$ cat config.mk
export PLATFORM = sky130hd
export DESIGN_NAME = cycle_event_scheduler_flat
export DESIGN_NICKNAME = d
export VERILOG_FILES = /design/src/rtl/ces_pkg.sv /design/src/rtl/ces_if.sv /design/src/rtl/cycle_event_scheduler.sv /design/src/flat_wrapper.sv
export VERILOG_INCLUDE_DIRS = /design/src /design/src/rtl
export SDC_FILE = /design/constraint.sdc
export NUM_CORES = 1
export LEC_CHECK = 0
export BUFFER_PORTS_ARGS = -buffer_cell sky130_fd_sc_hd__buf_2
export CAP_MARGIN = 20
export CELL_PAD_IN_SITES_DETAIL_PLACEMENT = 1
export CELL_PAD_IN_SITES_GLOBAL_PLACEMENT = 2
export CORE_MARGIN = 2
export CORE_UTILIZATION = 46
export CTS_BUF_LIST = sky130_fd_sc_hd__clkbuf_4
export CTS_CLUSTER_SIZE = 30
export DETAILED_ROUTE_END_ITERATION = 16
export MAX_ROUTING_LAYER = met4
export PLACE_DENSITY = 0.88
export SKIP_LAST_GASP = 1
export SLEW_MARGIN = 40
export SYNTH_ARGS = -nofsm -noshare
export SYNTH_HDL_FRONTEND = slang
export SYNTH_SLANG_ARGS = --single-unit
$ cat constraint.sdc
create_clock -name clk -period 9.7 [get_ports clk]
set_input_delay 0 -clock clk [delete_from_list [all_inputs] [get_ports clk]]
set_output_delay 0 -clock clk [all_outputs]
set_load 0.01 [all_outputs]
$ cat src/rtl/assert_macros.svh
// assertion macros shared by the scheduler rtl
// expects clk and arst_n in the scope of each use
`ifndef ASSERT_MACROS_SVH
`define ASSERT_MACROS_SVH

// property must hold at every clock edge out of reset
`define CES_ASSERT(label, prop, msg) \
	label: assert property (@(posedge clk) disable iff (!arst_n) (prop)) else $error(msg);

// condition must never be seen out of reset
`define CES_ASSERT_NEVER(label, cond, msg) \
	label: assert property (@(posedge clk) disable iff (!arst_n) !(cond)) else $error(msg);

`endif

$ cat src/rtl/ces_pkg.sv
// shared types and constants for the cycle event scheduler
// no dependencies
package ces_pkg;

	localparam int NUM_TASKS  = 8;
	localparam int COUNT_BITS = 32;
	localparam int IDX_BITS   = (NUM_TASKS > 1) ? $clog2(NUM_TASKS) : 1;
	localparam int STEP_BITS  = (COUNT_BITS > 32) ? COUNT_BITS : 32;
	localparam int MASK_BITS  = (NUM_TASKS > 8) ? NUM_TASKS : 8;

	// item modes
	typedef enum logic [1:0] {
		MODE_CLEAR    = 2'd0,
		MODE_SCHEDULE = 2'd1,
		MODE_FIRE     = 2'd2,
		MODE_ADVANCE  = 2'd3
	} mode_t;

	typedef logic [2:0]  task_id_t;
	typedef logic [30:0] delay_t;
	typedef logic [31:0] word_t;
	typedef logic [7:0]  fired_mask_t;

endpackage

$ cat src/rtl/ces_if.sv
// valid/ready channels for scheduler items and results
// depends on ces_pkg
interface ces_req_if;
	logic                     valid;
	logic                     ready;
	ces_pkg::mode_t           mode;
	ces_pkg::task_id_t        task_id;
	ces_pkg::delay_t          delay;
	logic signed [31:0]       cycles_remaining;
	ces_pkg::word_t           max_step;

	modport source (output valid, mode, task_id, delay, cycles_remaining, max_step,
		input ready);
	modport sink (input valid, mode, task_id, delay, cycles_remaining, max_step,
		output ready);
endinterface

interface ces_rsp_if;
	logic                     valid;
	logic                     ready;
	ces_pkg::fired_mask_t     fired_mask;
	ces_pkg::word_t           step;
	logic                     load_remaining;
	ces_pkg::delay_t          remaining_value;
	ces_pkg::word_t           event_count;

	modport source (output valid, fired_mask, step, load_remaining, remaining_value,
		event_count, input ready);
	modport sink (input valid, fired_mask, step, load_remaining, remaining_value,
		event_count, output ready);
endinterface

$ cat src/rtl/cycle_event_scheduler.sv
// cycle event scheduler top level: deadline memory, scan sequencer, result register
// depends on ces_pkg, ces_if.sv and assert_macros.svh
`include "assert_macros.svh"

// One item is in flight at a time; a new beat is taken whenever the sequencer is
// idle, even while the last result still waits in the output register. The task
// deadlines sit in a synchronous memory with one write port and one read per cycle,
// so the scan over NUM_TASKS entries sets the rate of fire and advance items. Clear
// goes straight to the result state, schedule subtracts, then adds and writes, fire
// scans and drains, and advance scans, drains and adds the step before the output
// register is loaded. Deadlines need no reset: an entry is compared only when its active
// bit, which reset clears, shows that it was written.
module cycle_event_scheduler (
	input  logic           clk,
	input  logic           arst_n,
	ces_req_if.sink        req,
	ces_rsp_if.source      rsp
);

	localparam int NT = ces_pkg::NUM_TASKS;
	localparam int CB = ces_pkg::COUNT_BITS;
	localparam int IB = ces_pkg::IDX_BITS;
	localparam int SB = ces_pkg::STEP_BITS;
	localparam int MB = ces_pkg::MASK_BITS;

	typedef enum logic [6:0] {
		S_IDLE       = 7'b0000001,
		S_SCHED_BASE = 7'b0000010,
		S_SCHED_WR   = 7'b0000100,
		S_SCAN       = 7'b0001000,
		S_DRAIN      = 7'b0010000,
		S_ADVANCE    = 7'b0100000,
		S_RESULT     = 7'b1000000
	} state_t;

	state_t                 state_q;
	ces_pkg::mode_t         mode_q;
	logic [IB-1:0]          tid_q;
	ces_pkg::delay_t        delay_q;
	logic [CB-1:0]          rem_q;
	logic                   reload_q;
	logic [CB-1:0]          base_s1;
	logic [NT-1:0]          active_q;
	logic [NT-1:0]          fired_q;
	logic [CB-1:0]          nec_q;
	logic [SB-1:0]          best_q;
	logic [IB-1:0]          scan_idx_q;
	logic                   rd_valid_s1;
	logic [IB-1:0]          rd_idx_s1;
	logic [CB-1:0]          rd_data_s1;

	logic [CB-1:0]          mem [NT];
	logic                   mem_we;
	logic [CB-1:0]          mem_wdata;

	logic                   out_valid_q;
	ces_pkg::fired_mask_t   fired_mask_q;
	ces_pkg::word_t         step_q;
	logic                   load_q;
	ces_pkg::delay_t        remval_q;
	ces_pkg::word_t         event_count_q;

	logic                   in_beat;
	logic                   tid_ok;
	logic                   reload_now;
	logic [CB-1:0]          wrap_gap;
	logic [MB-1:0]          fired_wide;

	// handshake
	assign req.ready = (state_q == S_IDLE);
	assign in_beat   = req.valid && req.ready;

	// item decode at the input beat
	assign tid_ok     = 32'(req.task_id) < 32'(NT);
	assign reload_now = (req.mode == ces_pkg::MODE_SCHEDULE) && tid_ok &&
		($signed(req.cycles_remaining) > $signed({1'b0, req.delay}));

	// deadline memory write port
	assign mem_we    = (state_q == S_SCHED_WR);
	assign mem_wdata = base_s1 + CB'(delay_q);

	// wrapped distance from the event count to the deadline being scanned
	assign wrap_gap   = rd_data_s1 - nec_q;
	assign fired_wide = MB'(fired_q);

	// deadline memory, registered read
	always_ff @(posedge clk) begin
		if (mem_we) begin
			mem[tid_q] <= mem_wdata;
		end
		rd_data_s1 <= mem[scan_idx_q];
	end

	// payload registers without reset
	always_ff @(posedge clk) begin
		if (in_beat) begin
			mode_q  <= req.mode;
			tid_q   <= IB'(req.task_id);
			delay_q <= req.delay;
			rem_q   <= CB'(req.cycles_remaining);
		end
		if (state_q == S_SCHED_BASE) begin
			base_s1 <= nec_q - rem_q;
		end
		rd_idx_s1 <= scan_idx_q;
	end

	// sequencer and scheduler state
	always_ff @(posedge clk or negedge arst_n) begin
		if (!arst_n) begin
			state_q       <= S_IDLE;
			active_q      <= '0;
			fired_q       <= '0;
			nec_q         <= '0;
			best_q        <= '0;
			reload_q      <= 1'b0;
			scan_idx_q    <= '0;
			rd_valid_s1   <= 1'b0;
			out_valid_q   <= 1'b0;
			fired_mask_q  <= '0;
			step_q        <= '0;
			load_q        <= 1'b0;
			remval_q      <= '0;
			event_count_q <= '0;
		end else begin
			rd_valid_s1 <= (state_q == S_SCAN);

			// result taken downstream, unless the next one is loaded in its place
			if (out_valid_q && rsp.ready && state_q != S_RESULT) begin
				out_valid_q <= 1'b0;
			end

			// compare one scanned deadline
			if (rd_valid_s1 && active_q[rd_idx_s1]) begin
				if (mode_q == ces_pkg::MODE_FIRE && rd_data_s1 == nec_q) begin
					active_q[rd_idx_s1] <= 1'b0;
					fired_q[rd_idx_s1]  <= 1'b1;
				end
				if (mode_q == ces_pkg::MODE_ADVANCE && SB'(wrap_gap) < best_q) begin
					best_q <= SB'(wrap_gap);
				end
			end

			case (state_q)
				S_IDLE: begin
					if (in_beat) begin
						fired_q    <= '0;
						best_q     <= SB'(req.max_step);
						reload_q   <= reload_now;
						scan_idx_q <= '0;
						case (req.mode)
							ces_pkg::MODE_CLEAR: begin
								active_q <= '0;
								state_q  <= S_RESULT;
							end
							ces_pkg::MODE_SCHEDULE: begin
								state_q <= tid_ok ? S_SCHED_BASE : S_RESULT;
							end
							default: begin
								state_q <= S_SCAN;
							end
						endcase
					end
				end
				S_SCHED_BASE: begin
					state_q <= S_SCHED_WR;
				end
				S_SCHED_WR: begin
					active_q[tid_q] <= 1'b1;
					if (reload_q) begin
						nec_q <= mem_wdata;
					end
					state_q <= S_RESULT;
				end
				S_SCAN: begin
					if (scan_idx_q == IB'(NT - 1)) begin
						state_q <= S_DRAIN;
					end else begin
						scan_idx_q <= scan_idx_q + 1'b1;
					end
				end
				S_DRAIN: begin
					state_q <= (mode_q == ces_pkg::MODE_ADVANCE) ? S_ADVANCE : S_RESULT;
				end
				S_ADVANCE: begin
					nec_q   <= nec_q + CB'(best_q);
					state_q <= S_RESULT;
				end
				S_RESULT: begin
					if (!out_valid_q || rsp.ready) begin
						out_valid_q   <= 1'b1;
						fired_mask_q  <= fired_wide[7:0];
						step_q        <= (mode_q == ces_pkg::MODE_ADVANCE) ? 32'(best_q) : '0;
						load_q        <= reload_q;
						remval_q      <= reload_q ? delay_q : '0;
						event_count_q <= 32'(nec_q);
						state_q       <= S_IDLE;
					end
				end
				default: begin
					state_q <= S_IDLE;
				end
			endcase
		end
	end

	// result channel
	assign rsp.valid           = out_valid_q;
	assign rsp.fired_mask      = fired_mask_q;
	assign rsp.step            = step_q;
	assign rsp.load_remaining  = load_q;
	assign rsp.remaining_value = remval_q;
	assign rsp.event_count     = event_count_q;

	// checks
	`CES_ASSERT(a_result_from_seq, $rose(out_valid_q) |-> $past(state_q == S_RESULT), "result loaded outside result state")
	`CES_ASSERT(a_read_in_scan, rd_valid_s1 |-> (state_q == S_SCAN || state_q == S_DRAIN), "deadline read outside scan")
	`CES_ASSERT_NEVER(a_fired_still_active, state_q == S_RESULT && (fired_q & active_q) != '0, "fired task left active")
	`CES_ASSERT(a_count_moves, nec_q != $past(nec_q) |-> ($past(state_q == S_SCHED_WR) || $past(state_q == S_ADVANCE)), "event count changed outside schedule or advance")

endmodule
$ cat src/flat_wrapper.sv
// flat-port wrapper written by rule: the top's interface ports become plain ports
module cycle_event_scheduler_flat 
  (clk, arst_n, req_valid, req_mode, req_task_id, req_delay, req_cycles_remaining, req_max_step, req_ready, rsp_valid, rsp_fired_mask, rsp_step, rsp_load_remaining, rsp_remaining_value, rsp_event_count, rsp_ready);
  ces_req_if req_i ();
  ces_rsp_if rsp_i ();
  input  logic clk;
  input  logic arst_n;
  input wire logic [$bits(req_i.valid)-1:0] req_valid;
  input wire logic [$bits(req_i.mode)-1:0] req_mode;
  input wire logic [$bits(req_i.task_id)-1:0] req_task_id;
  input wire logic [$bits(req_i.delay)-1:0] req_delay;
  input wire logic [$bits(req_i.cycles_remaining)-1:0] req_cycles_remaining;
  input wire logic [$bits(req_i.max_step)-1:0] req_max_step;
  output wire logic [$bits(req_i.ready)-1:0] req_ready;
  output wire logic [$bits(rsp_i.valid)-1:0] rsp_valid;
  output wire logic [$bits(rsp_i.fired_mask)-1:0] rsp_fired_mask;
  output wire logic [$bits(rsp_i.step)-1:0] rsp_step;
  output wire logic [$bits(rsp_i.load_remaining)-1:0] rsp_load_remaining;
  output wire logic [$bits(rsp_i.remaining_value)-1:0] rsp_remaining_value;
  output wire logic [$bits(rsp_i.event_count)-1:0] rsp_event_count;
  input wire logic [$bits(rsp_i.ready)-1:0] rsp_ready;
  assign req_i.valid = req_valid;
  assign req_i.mode = req_mode;
  assign req_i.task_id = req_task_id;
  assign req_i.delay = req_delay;
  assign req_i.cycles_remaining = req_cycles_remaining;
  assign req_i.max_step = req_max_step;
  assign req_ready = req_i.ready;
  assign rsp_valid = rsp_i.valid;
  assign rsp_fired_mask = rsp_i.fired_mask;
  assign rsp_step = rsp_i.step;
  assign rsp_load_remaining = rsp_i.load_remaining;
  assign rsp_remaining_value = rsp_i.remaining_value;
  assign rsp_event_count = rsp_i.event_count;
  assign rsp_i.ready = rsp_ready;
  cycle_event_scheduler u_core (.clk(clk), .arst_n(arst_n), .req(req_i), .rsp(rsp_i));
endmodule
# Yosys cells after proc, flatten, opt, wreduce, memory -nomap -nowiden

Memories as Yosys holds them, arrays and structs flattened. A register that Yosys moved wholly into a read port is not among the register bits.
Index checks and enable logic that the tools add are counted.

Logic and storage cells: 111
Memories kept: 1
Memory bits (writable): 256
Register bits: 300
Output and inout port bits: 106
Input port bits: 104

Magnitude comparators: 6
Add/sub/neg operators: 5
Mux-type cells: 37
Reduce and logical (&&, ||, !) cells: 20
Bitwise gates (word level): 4
Eq/ne operators: 18

Memory list:

| memory     | depth | width | rd ports | clocked after memory_dff | write ports | RTL line                    | source |
|---|---|---|---|---|---|---|---|
| u_core.mem | 8     | 32    | 1        | 1                        | 1           | cycle_event_scheduler.sv:52 | `logic [CB-1:0] mem [NT];` |

Operators with widths:

| kind                                                                   | number |
|---|---|
| 32-bit two-way mux                                                     | 6 |
| 8-bit two-way mux                                                      | 8 |
| 32-bit one-hot mux with 2 select lines                                 | 1 |
| 32-bit subtractor                                                      | 2 |
| 7-bit one-hot mux with 6 select lines                                  | 1 |
| 32-bit by 31-bit adder with 32-bit output                              | 1 |
| 32-bit adder                                                           | 1 |
| 32-bit equality test                                                   | 1 |
| 32-bit > comparator                                                    | 1 |
| 32-bit < comparator                                                    | 1 |
| 31-bit two-way mux                                                     | 1 |
| 7-bit two-way mux                                                      | 4 |
| 8-bit OR                                                               | 2 |
| 8-bit one-hot mux with 2 select lines                                  | 1 |
| 7-bit one-hot mux with 2 select lines                                  | 1 |
| 1-bit logical AND                                                      | 9 |
| 8-bit bitwise AND                                                      | 1 |
| 3-bit by 4-bit < comparator with 1-bit output (second input constant)  | 2 |
| 1-bit two-way mux                                                      | 8 |
| 8-bit NOT                                                              | 1 |
| 7-bit by 1-bit equality test with 1-bit output (second input constant) | 1 |
| 7-bit by 2-bit equality test with 1-bit output (second input constant) | 1 |
| 7-bit by 3-bit equality test with 1-bit output (second input constant) | 1 |
| 7-bit by 4-bit equality test with 1-bit output (second input constant) | 1 |
| 22 further kinds                                                       | 33 |

# Longest topological paths before layout

Word-level depth: 11
Gate-level depth with buffers: 24
Mapped depth without buffers: 23

# Least setup slack after synthesis

Ideal clock, no wire load.

Path kind: register to register
From: reg u_core.state_q[4]
To: mem u_core.mem[0][0] (netlist name) (enable)
Path buffers: 0
Stages on the path, launching flop included: 5
Clock period less this slack: 4893 ps
Data required time: 9195 ps
Library setup time: 505 ps
Slack: 4807 ps
Arrival: 4389 ps
Cells stage by stage: dfrtp_1 nor2_1 nor4b_1 nand3b_1 nor4_1

Word-level cells in the longest chain between the ends: 3

Ends and longest elaborated chain:

| element                                        | RTL line                     | source |
|---|---|---|
| from (decl)                                    | cycle_event_scheduler.sv:36  | `state_t state_q;` |
| from (signal assigned)                         | cycle_event_scheduler.sv:157 | `state_q <= tid_ok ? S_SCHED_BASE : S_RESULT;` |
| from (signal assigned)                         | cycle_event_scheduler.sv:183 | `state_q <= (mode_q == ces_pkg::MODE_ADVANCE) ? S_ADVANCE : S_RESULT;` |
| 7-bit by 3-bit equality test with 1-bit output | cycle_event_scheduler.sv:79  | `assign mem_we = (state_q == S_SCHED_WR);` |
| 1-bit two-way mux                              | cycle_event_scheduler.sv:88  | `if (mem_we) begin` |
| 1-bit two-way mux (not written as such)        | cycle_event_scheduler.sv:89  | `mem[tid_q] <= mem_wdata;` |
| to (decl)                                      | cycle_event_scheduler.sv:52  |  |

No other way between the ends.

# Worst setup path after layout

From: reg u_core.nec_q[0]
To: reg u_core.best_q[25]

Word-level cells in the longest chain between the ends: 7

Ends and longest elaborated chain:

| element                | RTL line                     | source |
|---|---|---|
| from (decl)            | cycle_event_scheduler.sv:45  | `logic [CB-1:0] nec_q;` |
| from (signal assigned) | cycle_event_scheduler.sv:171 | `nec_q <= mem_wdata;` |
| from (signal assigned) | cycle_event_scheduler.sv:186 | `nec_q <= nec_q + CB'(best_q);` |
| 32-bit subtractor *    | cycle_event_scheduler.sv:83  | `assign wrap_gap = rd_data_s1 - nec_q;` |
| 32-bit < comparator    | cycle_event_scheduler.sv:139 | `if (mode_q == ces_pkg::MODE_ADVANCE && SB'(wrap_gap) < best_q) begin` |
| 1-bit logical AND      | cycle_event_scheduler.sv:139 |  |
| 32-bit two-way mux *   | cycle_event_scheduler.sv:139 |  |
| 32-bit two-way mux *   | cycle_event_scheduler.sv:134 | `if (rd_valid_s1 && active_q[rd_idx_s1]) begin` |
| 32-bit two-way mux     | cycle_event_scheduler.sv:146 | `if (in_beat) begin` |
| 32-bit two-way mux *   | cycle_event_scheduler.sv:144 | `case (state_q)` |
| to (signal assigned)   | cycle_event_scheduler.sv:140 | `best_q <= SB'(wrap_gap);` |
| to (signal assigned)   | cycle_event_scheduler.sv:148 | `best_q <= SB'(req.max_step);` |
| to (decl)              | cycle_event_scheduler.sv:46  | `logic [SB-1:0] best_q;` |

Mark *: on every way between the ends. The rest lies on a longest branch, timed or not.
A chain may end at the register's enable or synchronous reset.

==> flow_summary.ini <==
[status]
status = complete, no violations

[sta]
fin_skew_ns = 0.0786
drv_slew = 0
hold_ws_ns = 0.167
rsz0062_at_grt = false
relSlewSlack_pct = 38.9
period_needed_ns = 6.18
setup_viol = 0
max_freq_mhz = 162
finalSetupTns_ns = 0
period_share_pct = 63.7
worst_pin_slew_ns = 0.910
finalHoldViolations = 0

[yosys]
synthCells = 2527
yosysWarnings = 0
synth_nets = 2823
async_reset_ff_share_pct = 33.5
synth_flop_cell = edfxtp_1
ys_types = 77
synth_fa_ha_area_share_pct = 8.19
synth_compound_area_share_pct = 12.8
synth_top_family_by_area = compound AO/OA/AOI/OAI gates
ys_ff_latch = 588
syn-cell-area_um2 = 29700
synth_xor_area_share_pct = 3.01
synthMuxAreaShare_pct = 7.74
yosys.area_share.simple_pct = 9.94
synth_edf_count = 356
ys_seq_area_share_pct = 54.9
avgSynthCellArea_um2 = 11.8

[setup_path]
cpPeakStageDelay_ns = 0.55
crit_top_cell = nor2_1
critical_path.max_fanout = 29
cp-end-kind = register
crit_family = compound AO/OA/AOI/OAI gates
critPathRequiredTime_ns = 10.57
crit_type = reg -> reg
cp.buffers_inverters = 3
path_cells = ha_1 -> inv_1 -> fa_1 -> a21oi_1 -> o21ai_0 -> a21oi_1 -> o21ai_0 -> a2111o_1 -> a31oi_1 -> nor2_1 -> nor2_1 -> xnor2_1 -> ha_1 -> nand4_1 -> nor2_1 -> nand2_1 -> nor2_1 -> o2111ai_1 -> nand3_2 -> buf_4 -> nor3_1 -> mux2i_1 -> nand3_1 -> dlygate4sd3_1
cp_data_arrival_time_ns = 7.05
start_kind = register
slowest_stage = dlygate4sd3_1

[final_layout]
syn_to_final_growth_pct = 21.4
layout_common_cells = edfxtp_1 (356), nand2_1 (302), clkbuf_4 (236)
seq_area_um2 = 16300
drive_gt1_share_pct = 20.9
layout_commonest_cell = edfxtp_1
multi_input_area_um2 = 12500
nets = 3330
nFillCells = 6759
fin_cells = 4025
fin_util_pct = 56.2

[global_route]
antenna_found_initial = 5
use_met1_pct = 39.6
grt_use_met2_pct = 48.1
grt_pass1_vias = 24800
grtUsageMet3_pct = 5.70
track_usage_pct = 30.4
overflow = 0
busiest_layer = met2
grt_max_degree = 87
grt_pass1_wl_um = 148000

[clock_network]
cts_buffer_depth = 3
htreeDepth = 4
cts.sinks = 588
path_clk_slew_ns = 0.08
cts_tree = done
numCtsBuffers = 157
cts-root-buf = clkbuf_4
worst_skew_pair.late_latency_ns = 1.02
cts_resized = 0

[drt]
drt_pre_antenna_iters = 5
drc_errors = 0
vias_per_cell = 5.73
wl_per_cell_um = 24.2
ant_nets = 0
first_iter_violations = 1686
num_vias = 23100
finalWirelength_um = 97600

[pwr]
p_leak_nw = 15.2
vdd_drop_max_mv = 0.119
power.density_nw_per_um2 = 259

[die]
die_y_um = 258
core-area_um2 = 64100
num_io_pins = 210
rows = 93
initial_core_util_pct = 46.3
dieArea_um2 = 66600
die_x_um = 258

[placed_design]
gp_congestion = 0.922
port_buffers = 209
place_inst = 3517
dp_hpwl_um = 65300

[job]
cap_violations = 0

[hold_path]
hold_class = in -> reg
==> cells in the mapped netlist (12+ instances only) <==
| library cell | instances | area share (%) |
|---|---|---|
| edfxtp_1 | 356 | 36 |
| nand2_1 | 302 | 3.8 |
| dfrtp_1 | 196 | 17 |
| ha_1 | 188 | 7.9 |
| o21ai_0 | 161 | 2.7 |
| inv_1 | 160 | 2.0 |
| a21oi_1 | 146 | 2.5 |
| nor2_1 | 107 | 1.4 |
| clkbuf_1 | 83 | 1.0 |
| a21o_1 | 76 | 1.9 |
| xnor2_1 | 71 | 2.1 |
| mux4_2 | 66 | 5.0 |
| nand3_1 | 44 | 0.74 |
| o31ai_1 | 44 | 1.1 |
| mux2_2 | 42 | 1.6 |
| a31oi_1 | 35 | 0.74 |
| dfxtp_1 | 35 | 2.4 |
| mux2i_1 | 34 | 1.1 |
| xor2_1 | 31 | 0.91 |
| o21a_1 | 30 | 0.76 |
| nor3_1 | 28 | 0.47 |
| nand4_1 | 27 | 0.57 |
| nor2b_1 | 27 | 0.57 |
| a211oi_1 | 19 | 0.48 |
| nand2b_1 | 16 | 0.34 |
| o211ai_1 | 15 | 0.38 |
| or3_1 | 14 | 0.29 |
| o21bai_1 | 13 | 0.33 |
| and3_1 | 12 | 0.25 |
==> through the flow <==
step / cell area (um2) / setup slack (ns) / power [mW]
after floorplan: 29700 / 4.81 / 5.71
after global placement: 31700 / 4.13 / 6.73
after detailed placement: 31700 / 3.99 / 6.89
after CTS: 35900 / 3.50 / 9.28
after global routing: 36100 / 3.00 / 9.89
final: 36100 / 3.52 / 9.33
==> kinds of logic (layout without fill, tap and decap cells) <==
group,count (synthesis),in the layout
XOR/XNOR,102,102
buffers and inverters,261,898
flip-flops,588,588
AND/OR/NAND/NOR,640,640
AO/OA/AOI/OAI,602,602
adder cells (fa/ha/maj),192,192
multiplexers,142,142
other,0,6
==> registers in the layout (all words and copies together) (netlist names), 2 cells and up <==
name and flops:
u_core.rsp.remaining_value 31, u_core.fired_q 8, u_core.scan_idx_q 3, u_core.state_q 7, u_core.rsp.event_count 32, u_core.mode_q 2, u_core.base_s1 32, u_core.nec_q 32
u_core.tid_q 3, u_core.delay_q 31, u_core.rd_data_s1 32, u_core.mem 256, u_core.rsp.step 32, u_core.rsp.fired_mask 8, u_core.rd_idx_s1 3, u_core.active_q 8
u_core.rem_q 32, u_core.best_q 32
==> layer usage <==
layer	wire [um]	vias to the layer above	share of wire, %
met5	0	-	0
met3	6430	169	6.6
li1	-	10400	-
met1	42500	11600	44
met4	2510	0	2.6
met2	46100	841	47
==> power by group <==
group | internal [mW] | leakage [nW] | switching [mW] | total [mW]
combinational | 1.36 | 7.82 | 2.10 | 3.47
sequential | 3.19 | 6.18 | 0.361 | 3.55
clock | 1.18 | 1.24 | 1.13 | 2.31
total | 5.73 | 15.2 | 3.60 | 9.33
==> final timing paths <==
kind,startpoint,end,slack [ns],cells past startpoint
max,u_core.nec_q[0],u_core.best_q[25],3.52,24
min,req_cycles_remaining[31],u_core.reload_q,0.17,6
max reg2reg,u_core.nec_q[0],u_core.best_q[25],3.52,24
min reg2reg,u_core.rsp.step[10],u_core.rsp.step[10],0.47,2
max in group asynchronous,arst_n,u_core.rsp.event_count[10],8.83,4
min in group asynchronous,arst_n,u_core.rsp.step[7],0.20,4
==> timing repair <==
action                     4_1_cts  5_1_grt
setup endpoints to repair        0        0
hold endpoints to repair       337        0
hold buffers                   211        0
setup buffers                    0        0
==> worst reg2reg max path, stage by stage (launching register included) <==
cell           delay [ns]
dfrtp_1              0.41
ha_1                 0.21
inv_1                0.08
fa_1                 0.46
a21oi_1              0.20
o21ai_0              0.10
a21oi_1              0.35
o21ai_0              0.32
a2111o_1             0.50
a31oi_1              0.29
nor2_1               0.11
nor2_1               0.14
xnor2_1              0.08
ha_1                 0.30
nand4_1              0.13
nor2_1               0.25
nand2_1              0.11
nor2_1               0.18
o2111ai_1            0.18
nand3_2              0.30
buf_4                0.49
nor3_1               0.09
mux2i_1              0.16
nand3_1              0.07
dlygate4sd3_1        0.55
==> final cells by class <==
| class | count | area share, % |
|---|---|---|
| Clock inverter | 53 | 0.843 |
| Timing Repair Buffer | 448 | 9.55 |
| Multi-Input combinational cell | 1678 | 34.7 |
| Inverter | 161 | 1.69 |
| Clock buffer | 236 | 4.91 |
| Antenna cell | 6 | 0.0416 |
| Sequential cell | 588 | 45.3 |
| Tap cell | 855 | 2.97 |
Note: power is estimated with default switching activity, not from simulation.
